<file path="src/hdl/fbr_pkg.sv">
package fbr_pkg;

    // parser states, numbered as seen on the result port
    typedef enum logic [4:0] {
        ST_HUNT    = 5'd0,
        ST_PRE2    = 5'd1,
        ST_DELIM   = 5'd2,
        ST_ADDR    = 5'd3,
        ST_UADDR   = 5'd4,
        ST_EXP1    = 5'd5,
        ST_EXPN    = 5'd6,
        ST_CMD     = 5'd7,
        ST_LEN     = 5'd8,
        ST_RSP1    = 5'd9,
        ST_RSP2    = 5'd10,
        ST_PAY1    = 5'd11,
        ST_PAYN    = 5'd12,
        ST_CHK     = 5'd13,
        ST_GARB0   = 5'd14,
        ST_GARB    = 5'd15,
        ST_DONE    = 5'd16,
        ST_INVALID = 5'd17,
        ST_CHKERR  = 5'd18
    } t_parse_state;

    // field just consumed
    typedef enum logic [3:0] {
        FK_NONE      = 4'd0,
        FK_DELIM     = 4'd1,
        FK_ADDRESS   = 4'd2,
        FK_EXPANSION = 4'd3,
        FK_COMMAND   = 4'd4,
        FK_COUNT     = 4'd5,
        FK_RESP1     = 4'd6,
        FK_RESP2     = 4'd7,
        FK_PAYLOAD   = 4'd8,
        FK_CHECKSUM  = 4'd9
    } t_field_kind;

    // frame classification
    typedef enum logic [2:0] {
        FT_UNKNOWN  = 3'd0,
        FT_REQUEST  = 3'd1,
        FT_RESPONSE = 3'd2,
        FT_BURST    = 3'd3,
        FT_JUNK     = 3'd4
    } t_frame_type;

    // input commands
    localparam logic [1:0] CMD_BYTE  = 2'd0;
    localparam logic [1:0] CMD_GAP   = 2'd1;
    localparam logic [1:0] CMD_REARM = 2'd2;

    // configuration register indexes
    localparam logic CFG_SKIP_PREAMBLE = 1'b0;
    localparam logic CFG_MAX_PREAMBLES = 1'b1;

    // delimiter frame codes (low three bits)
    localparam logic [2:0] DELIM_BACK = 3'd1;
    localparam logic [2:0] DELIM_STX  = 3'd2;
    localparam logic [2:0] DELIM_ACK  = 3'd6;

    localparam logic [7:0] PREAMBLE_BYTE = 8'hFF;
    localparam logic [7:0] ADDR_MASK     = 8'h3F;
    localparam logic [7:0] MAX_PRE_RESET = 8'd20;

    typedef struct packed {
        logic       skip_preamble;
        logic [7:0] max_preambles;
    } t_cfg;

    typedef struct packed {
        t_parse_state parser_state;
        logic [2:0]   delimiter_code;
        logic [1:0]   expansion_total;
        logic [7:0]   field_counter;
        logic [7:0]   running_xor;
        logic         addressing_long;
        logic         master_bit;
        logic         burst_bit;
        logic [7:0]   announced_length;
        logic [7:0]   preambles_seen;
        logic [15:0]  bytes_received;
        t_frame_type  kind_of_frame;
    } t_frame_state;

    localparam t_frame_state FRAME_CLEAR = '{
        parser_state:     ST_HUNT,
        delimiter_code:   3'd0,
        expansion_total:  2'd0,
        field_counter:    8'd0,
        running_xor:      8'd0,
        addressing_long:  1'b0,
        master_bit:       1'b0,
        burst_bit:        1'b0,
        announced_length: 8'd0,
        preambles_seen:   8'd0,
        bytes_received:   16'd0,
        kind_of_frame:    FT_UNKNOWN
    };

    typedef struct packed {
        t_parse_state parse_state;
        t_field_kind  field_kind;
        logic [7:0]   field_index;
        logic [7:0]   field_value;
        logic         frame_end;
        t_frame_type  frame_type;
        logic         long_address;
        logic         primary_master;
        logic         burst_flag;
        logic [7:0]   payload_length;
        logic [7:0]   preamble_count;
        logic [15:0]  received_count;
    } t_result;

endpackage

</file>
<file path="src/hdl/fbr_step.sv">
module fbr_step #(
    parameter int UNIQUE_ADDR_BYTES = 5
) (
    input  fbr_pkg::t_frame_state i_state,
    input  fbr_pkg::t_cfg         i_cfg,
    input  logic [1:0]            i_cmd,
    input  logic [7:0]            i_rx_byte,
    input  logic                  i_line_error,
    output fbr_pkg::t_frame_state o_state,
    output fbr_pkg::t_result      o_result
);

    localparam logic [7:0] UADDR_LAST = 8'(UNIQUE_ADDR_BYTES);

    logic [8:0]           pre_next;
    logic [2:0]           delim_low;
    logic                 delim_ok;
    logic [7:0]           cnt_inc;
    logic                 cur_terminal;
    fbr_pkg::t_frame_state nxt;
    fbr_pkg::t_field_kind  f_kind;
    logic [7:0]           f_index;
    logic [7:0]           f_value;
    logic                 nxt_terminal;

    // shared decode of a possible delimiter or further preamble
    assign pre_next  = {1'b0, i_state.preambles_seen} + 9'd1;
    assign delim_low = i_rx_byte[2:0];
    assign delim_ok  = (delim_low == fbr_pkg::DELIM_ACK) || (delim_low == fbr_pkg::DELIM_STX)
                    || (delim_low == fbr_pkg::DELIM_BACK);
    assign cnt_inc   = i_state.field_counter + 8'd1;
    assign cur_terminal = (i_state.parser_state == fbr_pkg::ST_DONE)
                       || (i_state.parser_state == fbr_pkg::ST_INVALID)
                       || (i_state.parser_state == fbr_pkg::ST_CHKERR);

    // one pass of the frame parser
    always_comb begin
        nxt     = i_state;
        f_kind  = fbr_pkg::FK_NONE;
        f_index = 8'd0;
        f_value = 8'd0;

        case (i_cmd)
            fbr_pkg::CMD_BYTE: begin
                unique case (i_state.parser_state)
                    fbr_pkg::ST_HUNT, fbr_pkg::ST_DELIM: begin
                        if (i_state.parser_state == fbr_pkg::ST_HUNT && !i_cfg.skip_preamble) begin
                            if (i_rx_byte == fbr_pkg::PREAMBLE_BYTE) begin
                                nxt.preambles_seen = 8'd1;
                                nxt.parser_state   = fbr_pkg::ST_PRE2;
                            end else begin
                                nxt.parser_state = fbr_pkg::ST_HUNT;
                            end
                        end else if (i_rx_byte == fbr_pkg::PREAMBLE_BYTE) begin
                            // further preamble, count saturates
                            nxt.preambles_seen = pre_next[8] ? 8'hFF : pre_next[7:0];
                            nxt.parser_state   = (pre_next > {1'b0, i_cfg.max_preambles})
                                               ? fbr_pkg::ST_GARB0 : fbr_pkg::ST_DELIM;
                        end else if (delim_ok) begin
                            nxt.expansion_total = i_rx_byte[6:5];
                            nxt.delimiter_code  = delim_low;
                            nxt.running_xor     = i_rx_byte;
                            nxt.addressing_long = i_rx_byte[7];
                            f_kind              = fbr_pkg::FK_DELIM;
                            f_value             = i_rx_byte;
                            nxt.parser_state    = fbr_pkg::ST_ADDR;
                        end else begin
                            nxt.parser_state = fbr_pkg::ST_HUNT;
                        end
                    end
                    fbr_pkg::ST_PRE2: begin
                        if (i_rx_byte == fbr_pkg::PREAMBLE_BYTE) begin
                            nxt.preambles_seen = 8'd2;
                            nxt.parser_state   = fbr_pkg::ST_DELIM;
                        end else begin
                            nxt.parser_state = fbr_pkg::ST_HUNT;
                        end
                    end
                    fbr_pkg::ST_ADDR: begin
                        nxt.running_xor   = i_state.running_xor ^ i_rx_byte;
                        nxt.master_bit    = i_rx_byte[7];
                        nxt.burst_bit     = i_rx_byte[6];
                        nxt.field_counter = 8'd1;
                        f_kind            = fbr_pkg::FK_ADDRESS;
                        f_value           = i_rx_byte & fbr_pkg::ADDR_MASK;
                        if (i_state.addressing_long) begin
                            nxt.parser_state = fbr_pkg::ST_UADDR;
                        end else begin
                            nxt.parser_state = (i_state.expansion_total != 2'd0)
                                             ? fbr_pkg::ST_EXP1 : fbr_pkg::ST_CMD;
                        end
                    end
                    fbr_pkg::ST_UADDR: begin
                        nxt.running_xor   = i_state.running_xor ^ i_rx_byte;
                        nxt.field_counter = cnt_inc;
                        f_kind            = fbr_pkg::FK_ADDRESS;
                        f_index           = i_state.field_counter;
                        f_value           = i_rx_byte;
                        if (cnt_inc >= UADDR_LAST) begin
                            nxt.parser_state = (i_state.expansion_total != 2'd0)
                                             ? fbr_pkg::ST_EXP1 : fbr_pkg::ST_CMD;
                        end else begin
                            nxt.parser_state = fbr_pkg::ST_UADDR;
                        end
                    end
                    fbr_pkg::ST_EXP1: begin
                        nxt.running_xor   = i_state.running_xor ^ i_rx_byte;
                        nxt.field_counter = 8'd1;
                        f_kind            = fbr_pkg::FK_EXPANSION;
                        f_value           = i_rx_byte;
                        nxt.parser_state  = (i_state.expansion_total <= 2'd1)
                                          ? fbr_pkg::ST_CMD : fbr_pkg::ST_EXPN;
                    end
                    fbr_pkg::ST_EXPN: begin
                        nxt.running_xor   = i_state.running_xor ^ i_rx_byte;
                        nxt.field_counter = cnt_inc;
                        f_kind            = fbr_pkg::FK_EXPANSION;
                        f_index           = i_state.field_counter;
                        f_value           = i_rx_byte;
                        nxt.parser_state  = (cnt_inc >= {6'd0, i_state.expansion_total})
                                          ? fbr_pkg::ST_CMD : fbr_pkg::ST_EXPN;
                    end
                    fbr_pkg::ST_CMD: begin
                        nxt.running_xor  = i_state.running_xor ^ i_rx_byte;
                        f_kind           = fbr_pkg::FK_COMMAND;
                        f_value          = i_rx_byte;
                        nxt.parser_state = fbr_pkg::ST_LEN;
                    end
                    fbr_pkg::ST_LEN: begin
                        nxt.running_xor = i_state.running_xor ^ i_rx_byte;
                        f_kind          = fbr_pkg::FK_COUNT;
                        f_value         = i_rx_byte;
                        if (i_state.delimiter_code == fbr_pkg::DELIM_STX) begin
                            nxt.announced_length = i_rx_byte;
                            nxt.parser_state     = (i_rx_byte != 8'd0)
                                                 ? fbr_pkg::ST_PAY1 : fbr_pkg::ST_CHK;
                        end else if (i_rx_byte >= 8'd2) begin
                            // replies carry two response bytes ahead of the payload
                            nxt.announced_length = i_rx_byte - 8'd2;
                            nxt.parser_state     = fbr_pkg::ST_RSP1;
                        end else begin
                            nxt.parser_state = fbr_pkg::ST_INVALID;
                        end
                    end
                    fbr_pkg::ST_RSP1: begin
                        nxt.running_xor  = i_state.running_xor ^ i_rx_byte;
                        f_kind           = fbr_pkg::FK_RESP1;
                        f_value          = i_rx_byte;
                        nxt.parser_state = fbr_pkg::ST_RSP2;
                    end
                    fbr_pkg::ST_RSP2: begin
                        nxt.running_xor  = i_state.running_xor ^ i_rx_byte;
                        f_kind           = fbr_pkg::FK_RESP2;
                        f_value          = i_rx_byte;
                        nxt.parser_state = (i_state.announced_length != 8'd0)
                                         ? fbr_pkg::ST_PAY1 : fbr_pkg::ST_CHK;
                    end
                    fbr_pkg::ST_PAY1: begin
                        nxt.running_xor   = i_state.running_xor ^ i_rx_byte;
                        nxt.field_counter = 8'd1;
                        f_kind            = fbr_pkg::FK_PAYLOAD;
                        f_value           = i_rx_byte;
                        nxt.parser_state  = (i_state.announced_length == 8'd1)
                                          ? fbr_pkg::ST_CHK : fbr_pkg::ST_PAYN;
                    end
                    fbr_pkg::ST_PAYN: begin
                        nxt.running_xor   = i_state.running_xor ^ i_rx_byte;
                        nxt.field_counter = cnt_inc;
                        f_kind            = fbr_pkg::FK_PAYLOAD;
                        f_index           = i_state.field_counter;
                        f_value           = i_rx_byte;
                        nxt.parser_state  = (cnt_inc >= i_state.announced_length)
                                          ? fbr_pkg::ST_CHK : fbr_pkg::ST_PAYN;
                    end
                    fbr_pkg::ST_CHK: begin
                        f_kind           = fbr_pkg::FK_CHECKSUM;
                        f_value          = i_rx_byte;
                        nxt.parser_state = (i_rx_byte == i_state.running_xor)
                                         ? fbr_pkg::ST_DONE : fbr_pkg::ST_CHKERR;
                    end
                    fbr_pkg::ST_GARB0, fbr_pkg::ST_GARB: begin
                        nxt.parser_state = fbr_pkg::ST_GARB;
                    end
                    default: begin
                        nxt.parser_state = i_state.parser_state;
                    end
                endcase

                // a flagged byte is decoded, then discarded as garbage
                if (i_line_error) begin
                    nxt.parser_state = fbr_pkg::ST_GARB0;
                    f_kind           = fbr_pkg::FK_NONE;
                    f_index          = 8'd0;
                    f_value          = 8'd0;
                end
                nxt.bytes_received = i_state.bytes_received + 16'd1;
            end
            fbr_pkg::CMD_GAP: begin
                if (!cur_terminal && (i_state.parser_state != fbr_pkg::ST_HUNT
                                      || i_state.bytes_received != 16'd0)) begin
                    nxt.parser_state = fbr_pkg::ST_INVALID;
                end
            end
            fbr_pkg::CMD_REARM: begin
                nxt = fbr_pkg::FRAME_CLEAR;
            end
            default: begin
                nxt = i_state;
            end
        endcase

        // classify the frame once it ends
        if (nxt.parser_state == fbr_pkg::ST_DONE) begin
            case (nxt.delimiter_code)
                fbr_pkg::DELIM_STX:  nxt.kind_of_frame = fbr_pkg::FT_REQUEST;
                fbr_pkg::DELIM_ACK:  nxt.kind_of_frame = fbr_pkg::FT_RESPONSE;
                fbr_pkg::DELIM_BACK: nxt.kind_of_frame = fbr_pkg::FT_BURST;
                default:             nxt.kind_of_frame = fbr_pkg::FT_JUNK;
            endcase
        end else if (nxt.parser_state == fbr_pkg::ST_INVALID
                     || nxt.parser_state == fbr_pkg::ST_CHKERR) begin
            nxt.kind_of_frame = fbr_pkg::FT_JUNK;
        end
    end

    assign nxt_terminal = (nxt.parser_state == fbr_pkg::ST_DONE)
                       || (nxt.parser_state == fbr_pkg::ST_INVALID)
                       || (nxt.parser_state == fbr_pkg::ST_CHKERR);

    assign o_state = nxt;

    // result fields from the updated state
    assign o_result.parse_state    = nxt.parser_state;
    assign o_result.field_kind     = f_kind;
    assign o_result.field_index    = f_index;
    assign o_result.field_value    = f_value;
    assign o_result.frame_end      = nxt_terminal;
    assign o_result.frame_type     = nxt.kind_of_frame;
    assign o_result.long_address   = nxt.addressing_long;
    assign o_result.primary_master = nxt.master_bit;
    assign o_result.burst_flag     = nxt.burst_bit;
    assign o_result.payload_length = nxt.announced_length;
    assign o_result.preamble_count = nxt.preambles_seen;
    assign o_result.received_count = nxt.bytes_received;

endmodule

</file>
<file path="src/hdl/field_bus_frame_receiver.sv">
// Byte-serial receiver for field bus frames with at least two 0xFF preambles (optional
// when skip_preamble is set), a delimiter, short or long address, up to three expansion
// bytes, command, byte count, optional response bytes, streamed payload and an XOR
// checksum. Each input transfer carries one command (received byte, gap timeout or
// rearm) and yields exactly one result transfer with the parser state after that
// command and the field just consumed. One transfer is taken every clock cycle while
// the input side is not stalled; a transfer goes through an input register and the result
// register, with the combinational state update between them. The user must write
// configuration only while the block is idle; the block itself does not enforce it.
module field_bus_frame_receiver #(
    parameter int UNIQUE_ADDR_BYTES = 5
) (
    input  logic        i_clk,
    input  logic        i_rst_n,
    // configuration
    input  logic        i_cfg_we,
    input  logic        i_cfg_index,
    input  logic [7:0]  i_cfg_data,
    // input channel
    input  logic        i_in_valid,
    output logic        o_in_stall,
    input  logic [1:0]  i_cmd,
    input  logic [7:0]  i_rx_byte,
    input  logic        i_line_error,
    // result channel
    output logic        o_out_valid,
    input  logic        i_out_stall,
    output logic [4:0]  o_parse_state,
    output logic [3:0]  o_field_kind,
    output logic [7:0]  o_field_index,
    output logic [7:0]  o_field_value,
    output logic        o_frame_end,
    output logic [2:0]  o_frame_type,
    output logic        o_long_address,
    output logic        o_primary_master,
    output logic        o_burst_flag,
    output logic [7:0]  o_payload_length,
    output logic [7:0]  o_preamble_count,
    output logic [15:0] o_received_count
);

    fbr_pkg::t_cfg         r_cfg;
    fbr_pkg::t_frame_state r_state;
    fbr_pkg::t_frame_state n_state;
    fbr_pkg::t_result      n_res;
    fbr_pkg::t_result      r_res;
    logic                  r_in_valid;
    logic                  r_out_valid;
    logic [1:0]            r_cmd;
    logic [7:0]            r_rx_byte;
    logic                  r_line_error;
    logic                  in_xfer;
    logic                  advance;

    // stage moves when the result register is free or being drained
    assign advance    = r_in_valid && (!r_out_valid || !i_out_stall);
    assign o_in_stall = r_in_valid && !advance;
    assign in_xfer    = i_in_valid && !o_in_stall;

    // configuration registers
    always_ff @(posedge i_clk) begin
        if (!i_rst_n) begin
            r_cfg.skip_preamble <= 1'b0;
            r_cfg.max_preambles <= fbr_pkg::MAX_PRE_RESET;
        end else if (i_cfg_we) begin
            if (i_cfg_index == fbr_pkg::CFG_SKIP_PREAMBLE) begin
                r_cfg.skip_preamble <= i_cfg_data[0];
            end else begin
                r_cfg.max_preambles <= i_cfg_data;
            end
        end
    end

    // input register
    always_ff @(posedge i_clk) begin
        if (!i_rst_n) begin
            r_in_valid <= 1'b0;
        end else if (in_xfer) begin
            r_in_valid <= 1'b1;
        end else if (advance) begin
            r_in_valid <= 1'b0;
        end
    end

    always_ff @(posedge i_clk) begin
        if (in_xfer) begin
            r_cmd        <= i_cmd;
            r_rx_byte    <= i_rx_byte;
            r_line_error <= i_line_error;
        end
    end

    fbr_step #(
        .UNIQUE_ADDR_BYTES(UNIQUE_ADDR_BYTES)
    ) u_step (
        .i_state      (r_state),
        .i_cfg        (r_cfg),
        .i_cmd        (r_cmd),
        .i_rx_byte    (r_rx_byte),
        .i_line_error (r_line_error),
        .o_state      (n_state),
        .o_result     (n_res)
    );

    // parser state
    always_ff @(posedge i_clk) begin
        if (!i_rst_n) begin
            r_state <= fbr_pkg::FRAME_CLEAR;
        end else if (advance) begin
            r_state <= n_state;
        end
    end

    // result register
    always_ff @(posedge i_clk) begin
        if (!i_rst_n) begin
            r_out_valid <= 1'b0;
        end else if (advance) begin
            r_out_valid <= 1'b1;
        end else if (!i_out_stall) begin
            r_out_valid <= 1'b0;
        end
    end

    always_ff @(posedge i_clk) begin
        if (advance) begin
            r_res <= n_res;
        end
    end

    assign o_out_valid      = r_out_valid;
    assign o_parse_state    = r_res.parse_state;
    assign o_field_kind     = r_res.field_kind;
    assign o_field_index    = r_res.field_index;
    assign o_field_value    = r_res.field_value;
    assign o_frame_end      = r_res.frame_end;
    assign o_frame_type     = r_res.frame_type;
    assign o_long_address   = r_res.long_address;
    assign o_primary_master = r_res.primary_master;
    assign o_burst_flag     = r_res.burst_flag;
    assign o_payload_length = r_res.payload_length;
    assign o_preamble_count = r_res.preamble_count;
    assign o_received_count = r_res.received_count;

endmodule

</file>
<file path="config.mk">
export PLATFORM = sky130hd
export DESIGN_NAME = field_bus_frame_receiver
export DESIGN_NICKNAME = d
export VERILOG_FILES = /design/src/hdl/fbr_pkg.sv /design/src/hdl/fbr_step.sv /design/src/hdl/field_bus_frame_receiver.sv
export SDC_FILE = /design/constraint.sdc
export NUM_CORES = 1
export LEC_CHECK = 0
export ABC_AREA = 1
export BUFFER_PORTS_ARGS = -buffer_cell sky130_fd_sc_hd__buf_2
export CORE_MARGIN = 1.5
export CORE_UTILIZATION = 48
export DETAILED_ROUTE_END_ITERATION = 8
export GPL_TIMING_DRIVEN = 0
export PLACE_DENSITY = 0.7
export SLEW_MARGIN = 20
export SYNTH_ARGS = -nofsm -noshare
export SYNTH_HDL_FRONTEND = slang
export SYNTH_SLANG_ARGS = --single-unit
</file>
<file path="constraint.sdc">
create_clock -name i_clk -period 3.2 [get_ports i_clk]
set_input_delay 0.48 -clock i_clk [delete_from_list [all_inputs] [get_ports i_clk]]
set_output_delay 0.48 -clock i_clk [all_outputs]
set_load 0.01 [all_outputs]
</file>
==> summary.txt <==
top post-synthesis cells by area: edfxtp_1 (28%), dfxtp_1 (19%), nand2_1 (9.4%)
CP max stage delay: 370 ps
Worst-Skew Late Latency: 440 ps
DR WL/cell: 15.4 um
CP Cell Sequence: inv_1, nor3_2, nand3_1, nor2_1, nand2_1, xor2_1, inv_1, ha_1, and3_1, nand2_1, nand2_1, nand2_1, nand2_1, nand2_1, nand2_1, o21ai_2, nand3_2, nor2_4, nand3b_1, nand2_2, inv_1
actual slew at the worst max-slew pin: 805 ps
Primary FF master, synth: edfxtp_1
hold slack: 214 ps
Nets: 1,187
Die X: 133 um
critical path class: reg -> reg
fin crit period: 3020 ps
Hold-fix buffers, CTS: 0
synth warn: 0
cell taking the most area after synthesis: edfxtp_1
Crit path max-delay family: simple AND/OR/NAND/NOR gates
Synth top area share: 27.9%
Max Clk Rate: 331 MHz
Inserted Clock Buffers: 17
CTS H-tree depth: 4
Slew Limit Fails: 0
CTS tree: yes
WL final: 21.1 mm
final period utilization: 94.3%
PortBufs: 89
first-pass GRT wire length: 33.0 mm
Core Region: 16,500 um^2
relative slew slack: 46.1%
DRT Pass-1 Iters: 5
CP max FO: 6
Slowest-stage cell, CP: dfxtp_4
Synth cell types: 47
share of cells above drive strength 1: 15.9%
Setup Skew: 10.2 ps
Filler cells: 1,550
CTS max path bufs: 2
Vias: 7,236
Setup TNS: 0 ps
Placer Congestion: 0.947
Overall Global Routing Usage: 24.1%
die height: 133 um
maximum VDD drop: 0.381 mV
Post-Place Cells: 1,338
routed vias/inst: 5.28
Critical Path RT: 3400 ps
type of element capturing the critical path: flip-flop
DP Area: 8830 um^2
Mapped Cells: 1,028
CP most frequent cell: nand2_1
syn nets: 1,077
Mean Syn Cell Area: 7.86 um^2
Synth Cell Area: 8080 um^2
DRT iter0 DRCs: 678
Pleak: 0.00413 uW
Initial Utilization: 48.9%
total gr overflow: 0
sequential-to-total area share from yosys stat: 46.4%
die area: 17,600 um^2
Hold Violations, Final: 0
Root Buffer: clkbuf_16
clk sink count: 150
clock-pin transition on the worst setup and hold timing paths: 60 ps
Non-Filler Instances: 1,370
Post-route DRC: 0
vias in the first global route: 6,445
Power Dens Cells: 512 nW/um^2
final instance area: 9460 um^2
Worst Setup Start Kind: flip-flop
P&R area growth vs syn: 17.1%
io pins: 91
antenna violations before repair: 0
Hold Path Class: in -> reg
row cnt: 47
critical path arrival: 3210 ps
Max-Cap Viols: 0
pin count of the biggest net entering global routing: 57
ANT nets after route: 0
post-synthesis register bit count: 150
antenna cells: 0
status: finished, final reports clean
Post-synth EDFFs: 75
Setup violations, final: 0
hpwl dp: 15.4 mm
Post-synth ARST share: 0%
Buf/Inv on CP: 3
## cell usage after synthesis (3+ instances only)
| cell | instances |
|---|---|
| nand4_1 | 21 |
| nor2_4 | 7 |
| nand2_1 | 202 |
| a22oi_1 | 5 |
| nand2_2 | 5 |
| dfxtp_1 | 75 |
| clkbuf_1 | 20 |
| a211oi_1 | 4 |
| xor2_1 | 8 |
| xnor2_1 | 8 |
| a21oi_1 | 95 |
| nor3_2 | 3 |
| nor4_1 | 4 |
| ha_1 | 24 |
| inv_1 | 142 |
| edfxtp_1 | 75 |
| nand3_2 | 4 |
| o21ai_1 | 9 |
| o21bai_1 | 4 |
| buf_1 | 4 |
| a21o_1 | 4 |
| a31oi_1 | 7 |
| nand3_1 | 53 |
| o21ai_0 | 73 |
| nor2_1 | 93 |
| nor2_2 | 8 |
| buf_2 | 6 |
| nor3_1 | 14 |
| o211ai_1 | 10 |
| nand3b_1 | 3 |
| inv_2 | 14 |
| nand2_4 | 3 |
## kinds of logic after synthesis
group / synth area share, %
AND/OR/NAND/NOR: 23.8
AO/OA/AOI/OAI: 15.1
buffers and inverters: 9.15
flip-flops: 46.4
adder cells (fa/ha/maj): 3.72
XOR/XNOR: 1.73
## worst paths after layout
| check | start | to | slack, ps | cells after the start |
|---|---|---|---|---|
| min reg2reg | r_cfg[1]$_SDFFE_PN0P_ | r_cfg[1]$_SDFFE_PN0P_ | 470 | 2 |
| max | r_state[19]$_SDFFE_PN0P_ | o_frame_type[2]$_DFFE_PP_ | 180 | 21 |
| min | i_rx_byte[2] | r_rx_byte[2]$_DFFE_PP_ | 210 | 1 |
| max reg2reg | r_state[19]$_SDFFE_PN0P_ | o_frame_type[2]$_DFFE_PP_ | 180 | 21 |
## final cells by class
| type | count | area, um^2 | share of cell area (%) |
|---|---|---|---|
| well taps | 220 | 275 | 2.91 |
| plain buffers | 32 | 139 | 1.47 |
| clock buffers | 22 | 454 | 4.80 |
| clock inverters | 9 | 153 | 1.61 |
| multi-input cells | 686 | 3600 | 38.0 |
| inverters | 160 | 604 | 6.39 |
| flip-flops and latches | 150 | 3760 | 39.7 |
| repair buffers | 91 | 480 | 5.08 |
## flip-flops by register name, summed over array words and instances (netlist names)
signal,count
r_cfg,9
r_state,64
o_field_kind,4
o_burst_flag,1
o_preamble_count,8
r_in_valid,1
o_received_count,16
o_field_value,8
o_primary_master,1
o_out_valid,1
o_frame_end,1
r_cmd,2
o_long_address,1
o_parse_state,5
r_line_error,1
o_frame_type,3
o_field_index,8
r_rx_byte,8
o_payload_length,8
## metal layers
metal	global-route usage (%)	part of all wire, %	wire length [um]
met4	10.0	2.4	515
met3	3.83	6.9	1460
met1	33.4	46	9630
met5	0	0	0
met2	37.7	45	9480
## per-stage QoR
stage	total power [uW]	setup slack, ps	util [%]
5_1_grt	5020	-43.6	57.3
2_1_floorplan	2590	468	-
3_5_place_dp	2790	68.6	53.5
4_1_cts	4860	56.6	57.1
6_report	4840	183	57.3
3_3_place_gp	2780	76.1	53.3
## timing repair
action	in CTS	in global routing
hold endpoints to repair	0	0
setup buffers	0	1
endpoints found under the setup margin	0	6
resized for setup	0	6
## power breakdown
part / total [uW] / internal, uW / switching, uW
Clock: 2080 / 1320 / 764
Sequential: 2160 / 2110 / 49.8
Combinational: 603 / 185 / 418
Total: 4840 / 3610 / 1230
## cells in the final DEF (no fill, tap or decap), types with 21 or more instances in the layout
master	count
o21ai_0	73
clkbuf_1	23
edfxtp_1	75
inv_1	142
nor2_1	92
nand4_1	21
buf_2	95
a21oi_1	95
nand3_1	53
ha_1	24
dfxtp_1	72
nand2_1	202
Note: power is estimated with default switching activity, not from simulation.
